$ cat src/rtl/core/prsfa_pkg.sv
// ----------------------------------------------------------------------------
// prsfa_pkg
// Widths, constants and word types of the pulse-width range filter.
// ----------------------------------------------------------------------------
package prsfa_pkg;

	// Largest number of samples summed between two ticks.
	localparam int MAX_BATCH = 32;

	// Field widths.
	localparam int PW_W     = 16;
	localparam int SCALE_W  = 16;
	localparam int OFF_W    = 16;
	localparam int SETTLE_W = 15;
	localparam int TIME_W   = 32;
	localparam int DIST_W   = 24;
	localparam int STATUS_W = 2;
	localparam int FRAC_W   = 8;
	localparam int CFG_W    = 16;
	localparam int CFG_IDX_W = 2;

	// Derived widths of the sample count, the running sum and the product.
	localparam int CNT_W  = $clog2(MAX_BATCH + 1);
	localparam int SUM_W  = DIST_W + CNT_W;
	localparam int PROD_W = PW_W + SCALE_W;

	// Divide-by-ten with rounding half up, giving 0.1 * pulse * scale.
	localparam int DIV_TEN = 10;
	localparam int ROUND   = 5;
	localparam int REM_W   = $clog2(DIV_TEN);

	// Spike limit of 100 cm in Q8, and the timer limits.
	localparam int JUMP_Q8 = 25600;
	localparam logic [TIME_W-1:0] NODATA_US = 32'd200000;
	localparam logic [TIME_W-1:0] RESET_MS  = 32'd500;

	// Register reset values.
	localparam logic [SCALE_W-1:0] SCALE_RESET = 16'd768;

	// Configuration register indexes.
	localparam logic [CFG_IDX_W-1:0] CFG_SCALE    = 2'd0;
	localparam logic [CFG_IDX_W-1:0] CFG_OFFSET   = 2'd1;
	localparam logic [CFG_IDX_W-1:0] CFG_STOP_PIN = 2'd2;
	localparam logic [CFG_IDX_W-1:0] CFG_SETTLE   = 2'd3;

	// Request kinds.
	localparam logic REQ_PULSE = 1'b0;
	localparam logic REQ_TICK  = 1'b1;

	// Status codes.
	localparam logic [STATUS_W-1:0] STAT_NOT_CONNECTED = 2'd0;
	localparam logic [STATUS_W-1:0] STAT_NO_DATA       = 2'd1;
	localparam logic [STATUS_W-1:0] STAT_FRESH         = 2'd2;

	// Input word.
	typedef struct packed {
		logic              req_type;
		logic [PW_W-1:0]   pulse_width_us;
		logic [TIME_W-1:0] pulse_time_us;
		logic [TIME_W-1:0] now_ms;
		logic [TIME_W-1:0] now_us;
		logic              above_powersave;
		logic              sensor_present;
	} req_t;

	// Result word.
	typedef struct packed {
		logic signed [DIST_W-1:0] distance_q8;
		logic                     new_reading;
		logic [PW_W-1:0]          raw_pulse_us;
		logic [STATUS_W-1:0]      status_code;
		logic                     stop_pin_level;
		logic                     reset_request;
	} rsp_t;

	// Operands of the distance conversion.
	typedef struct packed {
		logic [PW_W-1:0]         pulse_width_us;
		logic [SCALE_W-1:0]      scale_q8;
		logic signed [OFF_W-1:0] offset_cm;
	} dist_req_t;

	// Operands of the averaging division.
	typedef struct packed {
		logic signed [SUM_W-1:0] sum;
		logic [CNT_W-1:0]        count;
	} avg_req_t;

endpackage

$ cat src/rtl/core/prsfa_dist.sv
// ----------------------------------------------------------------------------
// prsfa_dist
// Bit-serial distance conversion: pulse * scale by shift and add, rounding,
// a restoring division by ten one bit a cycle, then offset and saturation.
// ----------------------------------------------------------------------------
module prsfa_dist (
	input  logic                            clk,
	input  logic                            arst_n,
	input  logic                            start,
	input  prsfa_pkg::dist_req_t            req,
	output logic                            done,
	output logic signed [prsfa_pkg::DIST_W-1:0] dist_q8
);

	localparam int STEP_W = $clog2(prsfa_pkg::PROD_W);
	localparam int WIDE_W = prsfa_pkg::PROD_W + 2;
	localparam int EXT_W  = WIDE_W - prsfa_pkg::OFF_W - prsfa_pkg::FRAC_W;
	localparam logic signed [WIDE_W-1:0] D_MAX_W = WIDE_W'(2 ** (prsfa_pkg::DIST_W - 1) - 1);
	localparam logic signed [WIDE_W-1:0] D_MIN_W = -D_MAX_W - WIDE_W'(1);

	typedef enum logic [4:0] {
		DS_IDLE = 5'b00001,
		DS_MUL  = 5'b00010,
		DS_RND  = 5'b00100,
		DS_DIV  = 5'b01000,
		DS_FIN  = 5'b10000
	} dist_state_t;

	dist_state_t                       state_q;
	logic [STEP_W-1:0]                 step_q;
	logic [prsfa_pkg::PROD_W-1:0]      prod_q;
	logic [prsfa_pkg::SCALE_W-1:0]     mcand_q;
	logic signed [prsfa_pkg::OFF_W-1:0] off_q;
	logic [prsfa_pkg::REM_W-1:0]       rem_q;
	logic signed [prsfa_pkg::DIST_W-1:0] dist_q;
	logic                              done_q;

	logic [prsfa_pkg::SCALE_W:0]       mul_sum;
	logic [prsfa_pkg::REM_W:0]         rem_sh;
	logic                              rem_ge;
	logic [prsfa_pkg::REM_W:0]         rem_sub;
	logic signed [WIDE_W-1:0]          q_ext;
	logic signed [WIDE_W-1:0]          off_ext;
	logic signed [WIDE_W-1:0]          d_wide;

	// One multiply step: add the multiplicand to the upper half when the low bit is set.
	always_comb begin
		mul_sum = {1'b0, prod_q[prsfa_pkg::PROD_W-1:prsfa_pkg::PW_W]}
			+ (prod_q[0] ? {1'b0, mcand_q} : '0);
	end

	// One division step: the remainder takes the next dividend bit.
	always_comb begin
		rem_sh  = {rem_q, prod_q[prsfa_pkg::PROD_W-1]};
		rem_ge  = rem_sh >= (prsfa_pkg::REM_W + 1)'(prsfa_pkg::DIV_TEN);
		rem_sub = rem_sh - (prsfa_pkg::REM_W + 1)'(prsfa_pkg::DIV_TEN);
	end

	// Offset in Q8 added to the quotient, then clamped to the distance range.
	always_comb begin
		q_ext   = {2'b00, prod_q};
		off_ext = {{EXT_W{off_q[prsfa_pkg::OFF_W-1]}}, off_q, {prsfa_pkg::FRAC_W{1'b0}}};
		d_wide  = q_ext + off_ext;
	end

	// Sequencer over the multiply, round, divide and finish phases.
	always_ff @(posedge clk or negedge arst_n) begin
		if (!arst_n) begin
			state_q <= DS_IDLE;
			step_q  <= '0;
			done_q  <= 1'b0;
		end else begin
			done_q <= 1'b0;
			unique case (state_q)
				DS_IDLE: begin
					if (start) begin
						step_q  <= '0;
						state_q <= DS_MUL;
					end
				end
				DS_MUL: begin
					if (step_q == STEP_W'(prsfa_pkg::PW_W - 1)) begin
						step_q  <= '0;
						state_q <= DS_RND;
					end else begin
						step_q <= step_q + 1'b1;
					end
				end
				DS_RND: begin
					state_q <= DS_DIV;
				end
				DS_DIV: begin
					if (step_q == STEP_W'(prsfa_pkg::PROD_W - 1)) begin
						step_q  <= '0;
						state_q <= DS_FIN;
					end else begin
						step_q <= step_q + 1'b1;
					end
				end
				DS_FIN: begin
					done_q  <= 1'b1;
					state_q <= DS_IDLE;
				end
				default: begin
					state_q <= DS_IDLE;
				end
			endcase
		end
	end

	// Datapath shift registers.
	always_ff @(posedge clk) begin
		unique case (state_q)
			DS_IDLE: begin
				if (start) begin
					prod_q  <= {{prsfa_pkg::SCALE_W{1'b0}}, req.pulse_width_us};
					mcand_q <= req.scale_q8;
					off_q   <= req.offset_cm;
					rem_q   <= '0;
				end
			end
			DS_MUL: begin
				prod_q <= {mul_sum, prod_q[prsfa_pkg::PW_W-1:1]};
			end
			DS_RND: begin
				prod_q <= prod_q + prsfa_pkg::PROD_W'(prsfa_pkg::ROUND);
			end
			DS_DIV: begin
				rem_q  <= rem_ge ? rem_sub[prsfa_pkg::REM_W-1:0] : rem_sh[prsfa_pkg::REM_W-1:0];
				prod_q <= {prod_q[prsfa_pkg::PROD_W-2:0], rem_ge};
			end
			DS_FIN: begin
				priority if (d_wide > D_MAX_W) begin
					dist_q <= D_MAX_W[prsfa_pkg::DIST_W-1:0];
				end else if (d_wide < D_MIN_W) begin
					dist_q <= D_MIN_W[prsfa_pkg::DIST_W-1:0];
				end else begin
					dist_q <= d_wide[prsfa_pkg::DIST_W-1:0];
				end
			end
			default: begin
				rem_q <= rem_q;
			end
		endcase
	end

	assign done    = done_q;
	assign dist_q8 = dist_q;

endmodule

$ cat src/rtl/core/prsfa_avg_div.sv
// ----------------------------------------------------------------------------
// prsfa_avg_div
// Bit-serial signed division of the sample sum by the sample count, one
// quotient bit a cycle, truncating toward zero.
// ----------------------------------------------------------------------------
module prsfa_avg_div (
	input  logic                                clk,
	input  logic                                arst_n,
	input  logic                                start,
	input  prsfa_pkg::avg_req_t                 req,
	output logic                                done,
	output logic signed [prsfa_pkg::DIST_W-1:0] avg_q8
);

	localparam int STEP_W = $clog2(prsfa_pkg::SUM_W);

	typedef enum logic [2:0] {
		AS_IDLE = 3'b001,
		AS_RUN  = 3'b010,
		AS_FIN  = 3'b100
	} avg_state_t;

	avg_state_t                        state_q;
	logic [STEP_W-1:0]                 step_q;
	logic [prsfa_pkg::SUM_W-1:0]       mag_q;
	logic [prsfa_pkg::CNT_W-1:0]       div_q;
	logic [prsfa_pkg::CNT_W-1:0]       rem_q;
	logic                              neg_q;
	logic signed [prsfa_pkg::DIST_W-1:0] avg_q;
	logic                              done_q;

	logic [prsfa_pkg::CNT_W:0]         rem_sh;
	logic                              rem_ge;
	logic [prsfa_pkg::CNT_W:0]         rem_sub;
	logic [prsfa_pkg::SUM_W-1:0]       res;

	// One restoring step against the count.
	always_comb begin
		rem_sh  = {rem_q, mag_q[prsfa_pkg::SUM_W-1]};
		rem_ge  = rem_sh >= {1'b0, div_q};
		rem_sub = rem_sh - {1'b0, div_q};
		res     = neg_q ? (~mag_q + 1'b1) : mag_q;
	end

	// Step sequencer.
	always_ff @(posedge clk or negedge arst_n) begin
		if (!arst_n) begin
			state_q <= AS_IDLE;
			step_q  <= '0;
			done_q  <= 1'b0;
		end else begin
			done_q <= 1'b0;
			unique case (state_q)
				AS_IDLE: begin
					if (start) begin
						step_q  <= '0;
						state_q <= AS_RUN;
					end
				end
				AS_RUN: begin
					if (step_q == STEP_W'(prsfa_pkg::SUM_W - 1)) begin
						state_q <= AS_FIN;
					end else begin
						step_q <= step_q + 1'b1;
					end
				end
				AS_FIN: begin
					done_q  <= 1'b1;
					state_q <= AS_IDLE;
				end
				default: begin
					state_q <= AS_IDLE;
				end
			endcase
		end
	end

	// Magnitude, remainder and sign registers.
	always_ff @(posedge clk) begin
		unique case (state_q)
			AS_IDLE: begin
				if (start) begin
					neg_q <= req.sum[prsfa_pkg::SUM_W-1];
					mag_q <= req.sum[prsfa_pkg::SUM_W-1] ? prsfa_pkg::SUM_W'(-req.sum)
						: prsfa_pkg::SUM_W'(req.sum);
					div_q <= req.count;
					rem_q <= '0;
				end
			end
			AS_RUN: begin
				rem_q <= rem_ge ? rem_sub[prsfa_pkg::CNT_W-1:0] : rem_sh[prsfa_pkg::CNT_W-1:0];
				mag_q <= {mag_q[prsfa_pkg::SUM_W-2:0], rem_ge};
			end
			AS_FIN: begin
				avg_q <= res[prsfa_pkg::DIST_W-1:0];
			end
			default: begin
				rem_q <= rem_q;
			end
		endcase
	end

	assign done   = done_q;
	assign avg_q8 = avg_q;

endmodule

$ cat src/rtl/core/pwm_range_spike_filter_averager.sv
// ----------------------------------------------------------------------------
// pwm_range_spike_filter_averager
// A pulse word runs through the bit-serial conversion unit (multiply, round, divide
// by ten, clamp) and then one filter update. A tick averages through the 30-step
// serial divider when samples are held, and its result waits while the output is
// stalled; one word is in work at a time.
// Reset (arst_n low) restores the configuration, filter, timer and sequencer state at once.
// ----------------------------------------------------------------------------
module pwm_range_spike_filter_averager (
	input  logic                                clk,
	input  logic                                arst_n,
	input  logic                                req_valid,
	output logic                                req_stall,
	input  prsfa_pkg::req_t                     req_data,
	output logic                                rsp_valid,
	input  logic                                rsp_stall,
	output prsfa_pkg::rsp_t                     rsp_data,
	input  logic                                cfg_we,
	input  logic [prsfa_pkg::CFG_IDX_W-1:0]     cfg_idx,
	input  logic [prsfa_pkg::CFG_W-1:0]         cfg_data
);

	localparam int DIFF_W = prsfa_pkg::DIST_W + 1;
	localparam logic signed [DIFF_W-1:0] JUMP_POS = DIFF_W'(prsfa_pkg::JUMP_Q8);
	localparam logic signed [DIFF_W-1:0] JUMP_NEG = -JUMP_POS;

	typedef enum logic [4:0] {
		S_IDLE  = 5'b00001,
		S_PWAIT = 5'b00010,
		S_TICK  = 5'b00100,
		S_TDIV  = 5'b01000,
		S_TOUT  = 5'b10000
	} top_state_t;

	top_state_t state_q;

	// Configuration registers.
	logic [prsfa_pkg::SCALE_W-1:0]       scale_q;
	logic signed [prsfa_pkg::OFF_W-1:0]  offset_q;
	logic                                stop_en_q;
	logic [prsfa_pkg::SETTLE_W-1:0]      settle_q;

	// Filter and timer state.
	logic signed [prsfa_pkg::DIST_W-1:0] prev_q;
	logic [1:0]                          good_run_q;
	logic signed [prsfa_pkg::SUM_W-1:0]  sum_q;
	logic [prsfa_pkg::CNT_W-1:0]         count_q;
	logic [prsfa_pkg::TIME_W-1:0]        last_sample_q;
	logic [prsfa_pkg::TIME_W-1:0]        last_pulse_q;
	logic [prsfa_pkg::TIME_W-1:0]        dis_start_q;
	logic                                disabled_q;
	logic                                pin_q;
	logic [prsfa_pkg::PW_W-1:0]          last_raw_q;
	logic signed [prsfa_pkg::DIST_W-1:0] held_q;
	logic [prsfa_pkg::STATUS_W-1:0]      status_q;
	logic                                fresh_q;
	logic                                rst_q;

	// Word in work and result register.
	prsfa_pkg::req_t                     item_q;
	prsfa_pkg::rsp_t                     rsp_q;
	logic                                rsp_valid_q;

	logic                                req_take;
	logic                                dist_start;
	prsfa_pkg::dist_req_t                dist_req;
	logic                                dist_done;
	logic signed [prsfa_pkg::DIST_W-1:0] dist_q8;
	logic                                avg_start;
	prsfa_pkg::avg_req_t                 avg_req;
	logic                                avg_done;
	logic signed [prsfa_pkg::DIST_W-1:0] avg_q8;

	logic signed [DIFF_W-1:0]            diff;
	logic                                jump;
	logic                                tick_live;
	logic                                powersave;
	logic                                nodata;
	logic                                reset_due;
	logic                                settle_due;
	logic                                rsp_load;

	assign req_stall = (state_q != S_IDLE);
	assign req_take  = req_valid && !req_stall;

	// A present pulse starts the conversion as it is accepted.
	assign dist_start = req_take && (req_data.req_type == prsfa_pkg::REQ_PULSE)
		&& req_data.sensor_present;
	always_comb begin
		dist_req.pulse_width_us = req_data.pulse_width_us;
		dist_req.scale_q8       = scale_q;
		dist_req.offset_cm      = offset_q;
	end

	prsfa_dist u_dist (
		.clk     (clk),
		.arst_n  (arst_n),
		.start   (dist_start),
		.req     (dist_req),
		.done    (dist_done),
		.dist_q8 (dist_q8)
	);

	// Spike test against the previous sample.
	always_comb begin
		diff = {dist_q8[prsfa_pkg::DIST_W-1], dist_q8} - {prev_q[prsfa_pkg::DIST_W-1], prev_q};
		jump = (diff > JUMP_POS) || (diff < JUMP_NEG);
	end

	// Tick decisions, taken from the word held in item_q.
	always_comb begin
		powersave  = stop_en_q && item_q.above_powersave;
		tick_live  = item_q.sensor_present && !powersave;
		nodata     = (item_q.now_us - last_sample_q) >= prsfa_pkg::NODATA_US;
		reset_due  = ((item_q.now_ms - last_pulse_q) > prsfa_pkg::RESET_MS) && !disabled_q;
		settle_due = stop_en_q && disabled_q
			&& ((item_q.now_ms - dis_start_q) > prsfa_pkg::TIME_W'(settle_q));
	end

	assign avg_start = (state_q == S_TICK) && tick_live && (count_q != '0);
	always_comb begin
		avg_req.sum   = sum_q;
		avg_req.count = count_q;
	end

	prsfa_avg_div u_avg_div (
		.clk    (clk),
		.arst_n (arst_n),
		.start  (avg_start),
		.req    (avg_req),
		.done   (avg_done),
		.avg_q8 (avg_q8)
	);

	assign rsp_load = (state_q == S_TOUT) && (!rsp_valid_q || !rsp_stall);

	// Configuration writes.
	always_ff @(posedge clk or negedge arst_n) begin
		if (!arst_n) begin
			scale_q   <= prsfa_pkg::SCALE_RESET;
			offset_q  <= '0;
			stop_en_q <= 1'b0;
			settle_q  <= '0;
		end else if (cfg_we) begin
			unique case (cfg_idx)
				prsfa_pkg::CFG_SCALE:    scale_q   <= cfg_data[prsfa_pkg::SCALE_W-1:0];
				prsfa_pkg::CFG_OFFSET:   offset_q  <= cfg_data[prsfa_pkg::OFF_W-1:0];
				prsfa_pkg::CFG_STOP_PIN: stop_en_q <= cfg_data[0];
				prsfa_pkg::CFG_SETTLE:   settle_q  <= cfg_data[prsfa_pkg::SETTLE_W-1:0];
				default:                 scale_q   <= scale_q;
			endcase
		end
	end

	// Captured word.
	always_ff @(posedge clk) begin
		if (req_take) begin
			item_q <= req_data;
		end
	end

	// Main sequencer with the filter, timer and power-save state.
	always_ff @(posedge clk or negedge arst_n) begin
		if (!arst_n) begin
			state_q       <= S_IDLE;
			prev_q        <= '0;
			good_run_q    <= '0;
			sum_q         <= '0;
			count_q       <= '0;
			last_sample_q <= '0;
			last_pulse_q  <= '0;
			dis_start_q   <= '0;
			disabled_q    <= 1'b0;
			pin_q         <= 1'b1;
			last_raw_q    <= '0;
			held_q        <= '0;
			status_q      <= prsfa_pkg::STAT_NO_DATA;
			fresh_q       <= 1'b0;
			rst_q         <= 1'b0;
		end else begin
			unique case (state_q)
				S_IDLE: begin
					if (req_take) begin
						if (req_data.req_type == prsfa_pkg::REQ_TICK) begin
							state_q <= S_TICK;
						end else if (req_data.sensor_present) begin
							state_q <= S_PWAIT;
						end
					end
				end
				S_PWAIT: begin
					// Filter update once the distance is ready.
					if (dist_done) begin
						last_raw_q   <= item_q.pulse_width_us;
						last_pulse_q <= item_q.now_ms;
						prev_q       <= dist_q8;
						if (jump) begin
							good_run_q <= '0;
						end else if (good_run_q > 2'd1) begin
							if (count_q < prsfa_pkg::CNT_W'(prsfa_pkg::MAX_BATCH)) begin
								count_q <= count_q + 1'b1;
								sum_q   <= sum_q + {{prsfa_pkg::CNT_W{dist_q8[prsfa_pkg::DIST_W-1]}},
									dist_q8};
							end
							last_sample_q <= item_q.pulse_time_us;
						end else begin
							good_run_q <= good_run_q + 2'd1;
						end
						state_q <= S_IDLE;
					end
				end
				S_TICK: begin
					fresh_q <= 1'b0;
					rst_q   <= 1'b0;
					if (!item_q.sensor_present) begin
						status_q <= prsfa_pkg::STAT_NOT_CONNECTED;
					end else if (powersave) begin
						pin_q      <= 1'b0;
						held_q     <= '0;
						last_raw_q <= '0;
						status_q   <= prsfa_pkg::STAT_NO_DATA;
					end else begin
						if (count_q != '0) begin
							status_q <= prsfa_pkg::STAT_FRESH;
							fresh_q  <= 1'b1;
						end else if (nodata) begin
							status_q <= prsfa_pkg::STAT_NO_DATA;
						end
						// Capture reset after a silent spell; the stop pin drops with it when enabled.
						if (reset_due) begin
							rst_q        <= 1'b1;
							last_pulse_q <= item_q.now_ms;
							if (stop_en_q) begin
								pin_q       <= 1'b0;
								disabled_q  <= 1'b1;
								dis_start_q <= item_q.now_ms;
							end
						end
						// Settle time over: the pin rises again.
						if (settle_due) begin
							pin_q        <= 1'b1;
							disabled_q   <= 1'b0;
							last_pulse_q <= item_q.now_ms;
						end
					end
					sum_q   <= '0;
					count_q <= '0;
					state_q <= avg_start ? S_TDIV : S_TOUT;
				end
				S_TDIV: begin
					if (avg_done) begin
						held_q  <= avg_q8;
						state_q <= S_TOUT;
					end
				end
				S_TOUT: begin
					if (rsp_load) begin
						state_q <= S_IDLE;
					end
				end
				default: begin
					state_q <= S_IDLE;
				end
			endcase
		end
	end

	// Output register: holds the result until the far side takes it.
	always_ff @(posedge clk or negedge arst_n) begin
		if (!arst_n) begin
			rsp_valid_q <= 1'b0;
		end else if (rsp_load) begin
			rsp_valid_q <= 1'b1;
		end else if (!rsp_stall) begin
			rsp_valid_q <= 1'b0;
		end
	end

	always_ff @(posedge clk) begin
		if (rsp_load) begin
			rsp_q.distance_q8    <= held_q;
			rsp_q.new_reading    <= fresh_q;
			rsp_q.raw_pulse_us   <= last_raw_q;
			rsp_q.status_code    <= status_q;
			rsp_q.stop_pin_level <= pin_q;
			rsp_q.reset_request  <= rst_q;
		end
	end

	assign rsp_valid = rsp_valid_q;
	assign rsp_data  = rsp_q;

endmodule

$ cat config.mk
export PLATFORM = sky130hd
export DESIGN_NAME = pwm_range_spike_filter_averager
export DESIGN_NICKNAME = d
export VERILOG_FILES = /design/src/rtl/core/prsfa_pkg.sv /design/src/rtl/core/prsfa_dist.sv /design/src/rtl/core/prsfa_avg_div.sv /design/src/rtl/core/pwm_range_spike_filter_averager.sv
export SDC_FILE = /design/constraint.sdc
export NUM_CORES = 1
export LEC_CHECK = 0
export BUFFER_PORTS_ARGS = -buffer_cell sky130_fd_sc_hd__buf_2
export CAP_MARGIN = 5
export CORE_MARGIN = 8
export CORE_UTILIZATION = 30
export CTS_BUF_LIST = sky130_fd_sc_hd__clkbuf_16
export CTS_CLUSTER_DIAMETER = 60
export DETAILED_ROUTE_END_ITERATION = 16
export GPL_ROUTABILITY_DRIVEN = 0
export SLEW_MARGIN = 5
export SYNTH_ARGS = -nofsm -noshare
export SYNTH_HDL_FRONTEND = slang
export SYNTH_HIERARCHICAL = 1
export SYNTH_SLANG_ARGS = --single-unit
$ cat constraint.sdc
create_clock -name clk -period 5.8 [get_ports clk]
set_input_delay 1.45 -clock clk [delete_from_list [all_inputs] [get_ports clk]]
set_output_delay 1.45 -clock clk [all_outputs]
set_load 0.02 [all_outputs]
==> summary.md, run 1 <==
| Metric | Value |
|---|---|
| Status | complete, no violations |
| # DRC | 0 |
| Most frequent cells in the layout | edfxtp_1 (318), nand2_1 (307), dfrtp_1 (271), o21ai_0 (254), inv_1 (249) |
| Die Span Y | 359 um |
| Hold Path Class | reg -> reg |
| Post-Synth Simple-Gate Area | 13.8% |
| Slowest CP cell | or3b_2 |
| Ys flop type | edfxtp_1 |
| Area grow syn2layout | 15.7% |
| XOR/XNOR Fraction of Synth Area | 4.59% |
| Critical Path, Cell by Cell | inv_1 -> ha_1 -> nor2b_1 -> o31a_1 -> a41o_1 -> nor2_2 -> o21ai_1 -> a31oi_1 -> xnor2_1 -> ha_1 -> a21o_1 -> a21oi_2 -> or3b_2 -> o31ai_4 -> nand3_1 -> a211oi_2 -> nand4_1 -> o41ai_2 -> buf_4 -> nor4_1 -> a211oi_4 -> buf_4 -> clkbuf_16 -> mux2_1 |
| Slew Viols, Final | 0 |
| Die span in x | 359 um |
| Pin count of the biggest net entering global routing | 83 |
| WP data required | 6.32 ns |
| Least-Margin Pin Slew | 1.28 ns |
| Total power | 15.4 mW |
| DRT antenna net count | 0 |
| WL final | 90900 um |
| Vias in the first global route | 25721 |
| Syn nets | 3817 |
| Tot GR Track Use | 13.5% |
| Async set-reset flop share out of synthesis | 46.6% |
| Clock slew at reported path FFs | 0.06 ns |
| Post-synth cell types | 100 |
| Final setup vio count | 0 |
| Root Buffer Master | clkbuf_16 |
| Drt first-iter violations | 1825 |
| Synthesized instance count | 3449 |
| Initial antenna violation count | 11 |
| Synth Cell Area | 35300 um^2 |
| Compound-cell area share of the yosys netlist | 17.0% |
| Htree depth | 3 |
| Max Root-Sink Buffers | 3 |
| Synthesis Warnings | 6 |
| Post-synth top area cell | edfxtp_1 |
| # Max-Cap Violations | 0 |
| TritonCTS clock tree | built |
| I/O Pins | 185 |
| Initial Util | 30.1% |
| Dpl cells | 5089 |
| Buffers & Inverters on Critical Path | 4 |
| Max Clk Rate | 0.180 GHz |
| HPWL after DPL | 69200 um |
| Leading cell type in the layout, fill and taps excluded | edfxtp_1 |
| Number of flops mapped to enable cells by yosys | 318 |
| Worst Path Arrival | 6.08 ns |
| DR vias/cell | 5.10 |
| Worst VDD drop | 0.283 mV |
| Total CTS buffers | 75 |
| CP max stage delay | 0.49 ns |
| Vias | 26695 |
| Startpoint types | flip-flop |
| FF+latch count, synth | 596 |
| Delay-heaviest family, CP | compound AO/OA/AOI/OAI gates |
| Fill count | 11712 |
| Fin. Hold Viols | 0 |
| PortBufs | 184 |
| Cell area power density | 377 nW/um^2 |
| Main combinational cell family by area after synthesis | compound AO/OA/AOI/OAI gates |
| CORE AREA | 117000 um^2 |
| Final Instance Count excl. Fillers | 5235 |
| WL/cell | 17.4 um |
| Slew Limit Headroom | 14.2% |
| Seq/Total Area, Yosys | 46.8% |
| Die area | 129000 um^2 |
| FP Rows | 126 |
| Avg Inst Size Synth | 10.2 um^2 |
| Area fraction of the dominant cell type after synthesis | 27.0% |
| Lkg Pwr | 16.8 nW |
| Drt first pass iters | 6 |
| Period utilization | 95.8% |
| Synth Area in Adders | 8.32% |
| Setup crit end kind | flip-flop |
| Clock sinks | 596 |
| Worst skew pair latency | 0.65 ns |
| Global route overflow | 0 |
| Mux contribution to synthesized area | 5.66% |
| Min cycle time layout | 5.56 ns |
| Total Nets Final | 4002 |
| Crit Path Class | reg -> reg |
| Worst Path Max Fanout | 11 |
| Layout cells sized above 1 | 14.8% |
| Top post-synthesis cells by area | edfxtp_1 (27%), dfrtp_1 (19%), ha_1 (7.9%) |
| First-pass GRT wire length | 143000 um |
| Clock Skew | 0.0539 ns |
registers in the layout, indices dropped and copies added, names as in the netlist, 6 cells and up:
name	flops
held_q	24
last_pulse_q	32
dis_start_q	32
u_dist/prod_q	32
u_dist/off_q	16
last_raw_q	16
rsp_data	45
offset_q	16
u_avg_div/div_q	6
u_dist/dist_q8	24
scale_q	16
settle_q	15
u_avg_div/rem_q	6
u_avg_div/avg_q8	24
prev_q	24
item_q	114
u_avg_div/mag_q	30
count_q	6
last_sample_q	32
sum_q	30
u_dist/mcand_q	16
layout make-up:
cell class | count | area (um^2) | area share (%)
Clock buffer | 80 | 2000 | 4.90
Tap cell | 1536 | 1920 | 4.71
Sequential cell | 596 | 16500 | 40.4
Inverter | 238 | 893 | 2.19
Antenna cell | 4 | 10.0 | 0.0245
Clock inverter | 58 | 643 | 1.57
Timing Repair Buffer | 225 | 1320 | 3.23
Multi-Input combinational cell | 2498 | 17500 | 42.9
routing by layer:
metal	track usage [%]	part of all wire, %	vias up
li1	-	-	13128
met1	18.6	47	12822
met2	21.1	44	602
met3	3.40	6.5	133
met4	3.26	2.0	10
met5	0	0.063	-
Yosys cell counts (23+ instances only):
master,instances
or3_1,25
nor2b_1,34
o21ai_0,255
o211ai_1,31
and2_1,31
nand3_1,100
ha_1,222
nor3_1,70
a31oi_1,27
nand2b_1,31
nand4_1,41
mux2i_1,33
o31ai_1,34
edfxtp_1,318
xnor2_1,95
xor2_1,88
a21o_1,72
a21oi_1,197
o21a_1,28
nand2_1,307
and3_1,27
clkbuf_1,96
a211oi_1,26
mux2_1,29
nor4_1,23
o21ai_1,27
mux2_2,119
inv_1,238
dfrtp_1,271
nor2_1,203
worst reg2reg max path, delay by kind of cell, from the launching register on:
kind            cells  cell delay (ns)
compound gates     10             2.32
xor+xnor            1             0.16
fa+ha+maj           2             0.56
buf+inv             4             0.58
flops               1             0.37
mux                 1             0.33
simple gates        6             1.11
per-stage QoR:
stage / hold WS, ns / setup WS [ns] / setup TNS (ns) / area, um^2 / util (%)
after global routing: 0.447 / -0.0326 / -0.267 / 40800 / 34.8
after CTS: 0.442 / 0.112 / 0 / 40800 / 34.7
final: 0.441 / 0.245 / 0 / 40800 / 34.8
after detailed placement: 0.429 / 0.00822 / 0 / 38100 / 32.4
after floorplan: 0.419 / 0.747 / 0 / 35300 / -
after global placement: 0.423 / 0.105 / 0 / 38100 / 32.4
cell families after synthesis:
logic type	count (synthesis)
XOR/XNOR	184
adder cells (fa/ha/maj)	230
AO/OA/AOI/OAI	919
multiplexers	181
flip-flops	596
buffers and inverters	355
AND/OR/NAND/NOR	984
final timing paths:
| kind | from | to | slack (ns) | cells past startpoint |
|---|---|---|---|---|
| min | offset_q[10]$_DFFE_PN0P_ | u_dist/off_q[10]$_DFFE_PP_ | 0.44 | 0 |
| min reg2reg | offset_q[10]$_DFFE_PN0P_ | u_dist/off_q[10]$_DFFE_PP_ | 0.44 | 0 |
| max | dis_start_q[1]$_DFFE_PN0P_ | last_pulse_q[21]$_DFFE_PN0P_ | 0.24 | 24 |
| max reg2reg | dis_start_q[1]$_DFFE_PN0P_ | last_pulse_q[21]$_DFFE_PN0P_ | 0.24 | 24 |
| min in group asynchronous | arst_n | held_q[12]$_DFFE_PN0P_ | 0.77 | 1 |
| max in group asynchronous | arst_n | scale_q[9]$_DFFE_PN1P_ | 4.03 | 2 |
repair_timing:
action                                  CTS  global route
endpoints found under the hold margin     0             0
endpoints found under the setup margin    2            32
setup buffers                             0             3
gates resized for setup                   1             7
pin swaps                                 0             4
cloned                                    0             1
hold buffers                              0             0
where the power goes:
| group | leakage (nW) | switching [mW] | internal (mW) |
|---|---|---|---|
| logic | 8.87 | 3.05 | 1.94 |
| clock network | 1.33 | 1.98 | 2.88 |
| registers | 6.60 | 0.410 | 5.15 |
| total | 16.8 | 5.44 | 9.97 |
Power figures use the tool's default switching activity.
==> inputs of run 2 (changes only) <==
==> constraint.sdc (replaced) <==
create_clock -name clk -period 5.8 [get_ports clk]
set_input_delay 0.58 -clock clk [delete_from_list [all_inputs] [get_ports clk]]
set_output_delay 0.58 -clock clk [all_outputs]
set_load 0.02 [all_outputs]
==> summary.md, run 2 (synthesis gave the netlist of run 1 again) <==
| Metric | Value |
|---|---|
| Top Usage Layer GRT | met2 (unchanged) |
| Most frequent cells in the layout | edfxtp_1 (318), nand2_1 (307), dfrtp_1 (271), o21ai_0 (254), inv_1 (248) (was edfxtp_1 (318), nand2_1 (307), dfrtp_1 (271), o21ai_0 (254), inv_1 (249)) |
| Critical path origin | dis_start_q[1]$_DFFE_PN0P_ (unchanged) |
| DR vias/cell | 5.08 (was 5.10) |
| Reg-to-Reg End | last_pulse_q[22]$_DFFE_PN0P_ (was last_pulse_q[21]$_DFFE_PN0P_) |
| Status | complete, no violations (unchanged) |
| RSZ-0062 raised after global routing | false |
| Least-Margin Pin Slew | 1.16 ns (was 1.28 ns) |
| WP data required | 6.31 ns (was 6.32 ns) |
| Final setup vio count | 0 (unchanged) |
| Grt met3 use | 2.95% (was 3.40%) |
| # DRC | 0 (unchanged) |
| Die area | 129000 um^2 (unchanged) |
| HPWL after DPL | 68200 um (was 69200 um) |
| Drt first-iter violations | 1985 (was 1825) |
| Sw Pwr | 5.43 mW (was 5.44 mW) |
| Total CTS buffers | 74 (was 75) |
| WL final | 90800 um (was 90900 um) |
| PortBufs | 184 (unchanged) |
| FP Rows | 126 (unchanged) |
| Pint | 10.0 mW (was 9.97 mW) |
| Crit path to | last_pulse_q[22]$_DFFE_PN0P_ (was last_pulse_q[21]$_DFFE_PN0P_) |
| Cell area power density | 378 nW/um^2 (was 377 nW/um^2) |
| Hold Path Class | in -> reg (was reg -> reg) |
| Final Instance Count excl. Fillers | 5236 (was 5235) |
| Lkg Pwr | 16.8 nW (about the same) |
| Sequential power share | 36.0% (was 36.1%) |
| Tot GR Track Use | 13.5% (about the same) |
| Max Root-Sink Buffers | 3 (unchanged) |
| # Max-Cap Violations | 0 (unchanged) |
| Worst Path Max Fanout | 11 (unchanged) |
| Fill count | 11708 (was 11712) |
| CORE AREA | 117000 um^2 (unchanged) |
| DRT antenna net count | 0 (unchanged) |
| Setup WS pre-CTS | 0.0583 ns (was 0.00822 ns) |
| Die span in x | 359 um (unchanged) |
| Slew Viols, Final | 0 (unchanged) |
| WL/cell | 17.3 um (was 17.4 um) |
| Reg with most FFs | item_q (unchanged) |
| R2R Setup Slk | 0.34 ns (was 0.24 ns) |
| Vias in the first global route | 25569 (was 25721) |
| Total Nets Final | 4004 (was 4002) |
| Dpl cells | 5091 (was 5089) |
| Comb pwr share | 32.2% (was 32.4%) |
| Drt first pass iters | 7 (was 6) |
| Grt met2 use | 20.9% (was 21.1%) |
| Startpoint types | flip-flop (unchanged) |
| Reg2Reg Depth | 24 (unchanged) |
| TritonCTS clock tree | built (unchanged) |
| First-pass GRT wire length | 144000 um (was 143000 um) |
| Total power | 15.4 mW (about the same) |
| Clock sinks | 596 (unchanged) |
| Clock Skew | 0.0602 ns (was 0.0539 ns) |
| Root Buffer Master | clkbuf_16 (unchanged) |
| Multi-input logic area | 17500 um^2 (about the same) |
| Worst Path Arrival | 5.98 ns (was 6.08 ns) |
| Vias | 26614 (was 26695) |
| Clock slew at reported path FFs | 0.06 ns (about the same) |
| Placed Area | 38100 um^2 (about the same) |
| Die Span Y | 359 um (unchanged) |
| Crit Path Class | reg -> reg (unchanged) |
| Leading cell type in the layout, fill and taps excluded | edfxtp_1 (unchanged) |
| Min cycle time layout | 5.46 ns (was 5.56 ns) |
| Fin. Hold Viols | 0 (unchanged) |
| Setup crit end kind | flip-flop (unchanged) |
| Initial Util | 30.1% (unchanged) |
| Sw frac | 35.1% (was 35.3%) |
| Htree depth | 3 (unchanged) |
| Pin count of the biggest net entering global routing | 126 (was 83) |
| Max Clk Rate | 0.183 GHz (was 0.180 GHz) |
| Slew Limit Headroom | 23.0% (was 14.2%) |
| Final instance area | 40800 um^2 (about the same) |
| Worst VDD drop | 0.232 mV (was 0.283 mV) |
| Initial antenna violation count | 7 (was 11) |
| Worst skew pair latency | 0.64 ns (was 0.65 ns) |
| Setup TNS Final | 0 ns (unchanged) |
| GRT met1 Usage | 19.2% (was 18.6%) |
| Storage cell area | 16500 um^2 (unchanged) |
| Global route overflow | 0 (unchanged) |
| Reg-to-Reg Start | dis_start_q[1]$_DFFE_PN0P_ (unchanged) |
| Clk pwr share | 31.8% (was 31.6%) |
| Area grow syn2layout | 15.6% (was 15.7%) |
| I/O Pins | 185 (unchanged) |
| Period utilization | 94.2% (was 95.8%) |
| Largest register FFs | 114 (unchanged) |
| Worst setup margin | 0.338 ns (was 0.245 ns) |
| Layout cells sized above 1 | 14.7% (was 14.8%) |
-- run 2: worst min-delay path by stage --
| stage | to | cells past startpoint | from |
|---|---|---|---|
| after floorplan | count_q[0]$_DFFE_PN0P_ | 0 | arst_n |
| after global placement | u_dist/off_q[15]$_DFFE_PP_ | 0 | offset_q[15]$_DFFE_PN0P_ |
| after detailed placement | u_dist/off_q[10]$_DFFE_PP_ | 0 | offset_q[10]$_DFFE_PN0P_ |
| after CTS | item_q[65]$_DFFE_PP_ | 1 | req_data[65] |
| after global routing | item_q[60]$_DFFE_PP_ | 1 | req_data[60] |
| final | item_q[95]$_DFFE_PP_ | 1 | req_data[95] |
-- run 2: cell type report --
class | instances | area share [%]
repair buffers | 228 | 3.23
flip-flops and latches | 596 | 40.4
inverters | 238 | 2.19
multi-input cells | 2498 | 43.0
diodes | 2 | 0.0123
well taps | 1536 | 4.71
clock inverters | 64 | 1.93
clock buffers | 74 | 4.54
-- run 2: critical path, cell delays in order (launching register included) --
cell       delay, ns
dfrtp_1         0.37
inv_1           0.07
ha_1            0.28
nor2b_1         0.15
o31a_1          0.30
a41o_1          0.30
nor2_2          0.13
o21ai_1         0.12
a31oi_1         0.23
xnor2_1         0.16
ha_1            0.27
a21o_1          0.17
a21oi_2         0.15
or3b_2          0.49
o31ai_4         0.25
nand3_1         0.11
a211oi_1        0.22
nand4_1         0.13
o41ai_2         0.29
buf_4           0.17
nor4_1          0.07
a211oi_4        0.21
buf_4           0.19
clkbuf_16       0.17
mux2_1          0.32
-- run 2: routing by layer --
| layer | wire length, um | share of wire [%] | vias up |
|---|---|---|---|
| li1 | - | - | 13115 |
| met1 | 44000 | 48 | 12700 |
| met2 | 39300 | 43 | 683 |
| met3 | 5520 | 6.1 | 110 |
| met4 | 1880 | 2.1 | 6 |
| met5 | 38 | 0.042 | - |
-- run 2: power groups by stage --
| stage | Sequential (mW) | Combinational [mW] | Clock (mW) |
|---|---|---|---|
| 2_1_floorplan | 5.56 | 3.60 | 0 |
| 3_3_place_gp | 5.63 | 4.84 | 0 |
| 3_5_place_dp | 5.65 | 4.88 | 0 |
| 4_1_cts | 5.57 | 4.91 | 5.06 |
| 5_1_grt | 5.64 | 5.53 | 5.21 |
| 6_report | 5.57 | 4.97 | 4.91 |
-- run 2: timing repair --
action                                  in CTS  in global routing
endpoints found under the setup margin       0                 32
setup buffers                                0                  3
hold endpoints to repair                    46                  0
gates resized for setup                      0                  7
hold buffers                                 1                  0
-- run 2: stage by stage --
stage | hold WS [ns] | utilization, %
final | 0.118 | 34.8
after global routing | 0.0772 | 34.8
after CTS | 0.0658 | 34.7
after detailed placement | 0.428 | 32.4
after global placement | 0.423 | 32.4
after floorplan | 0.284 | -
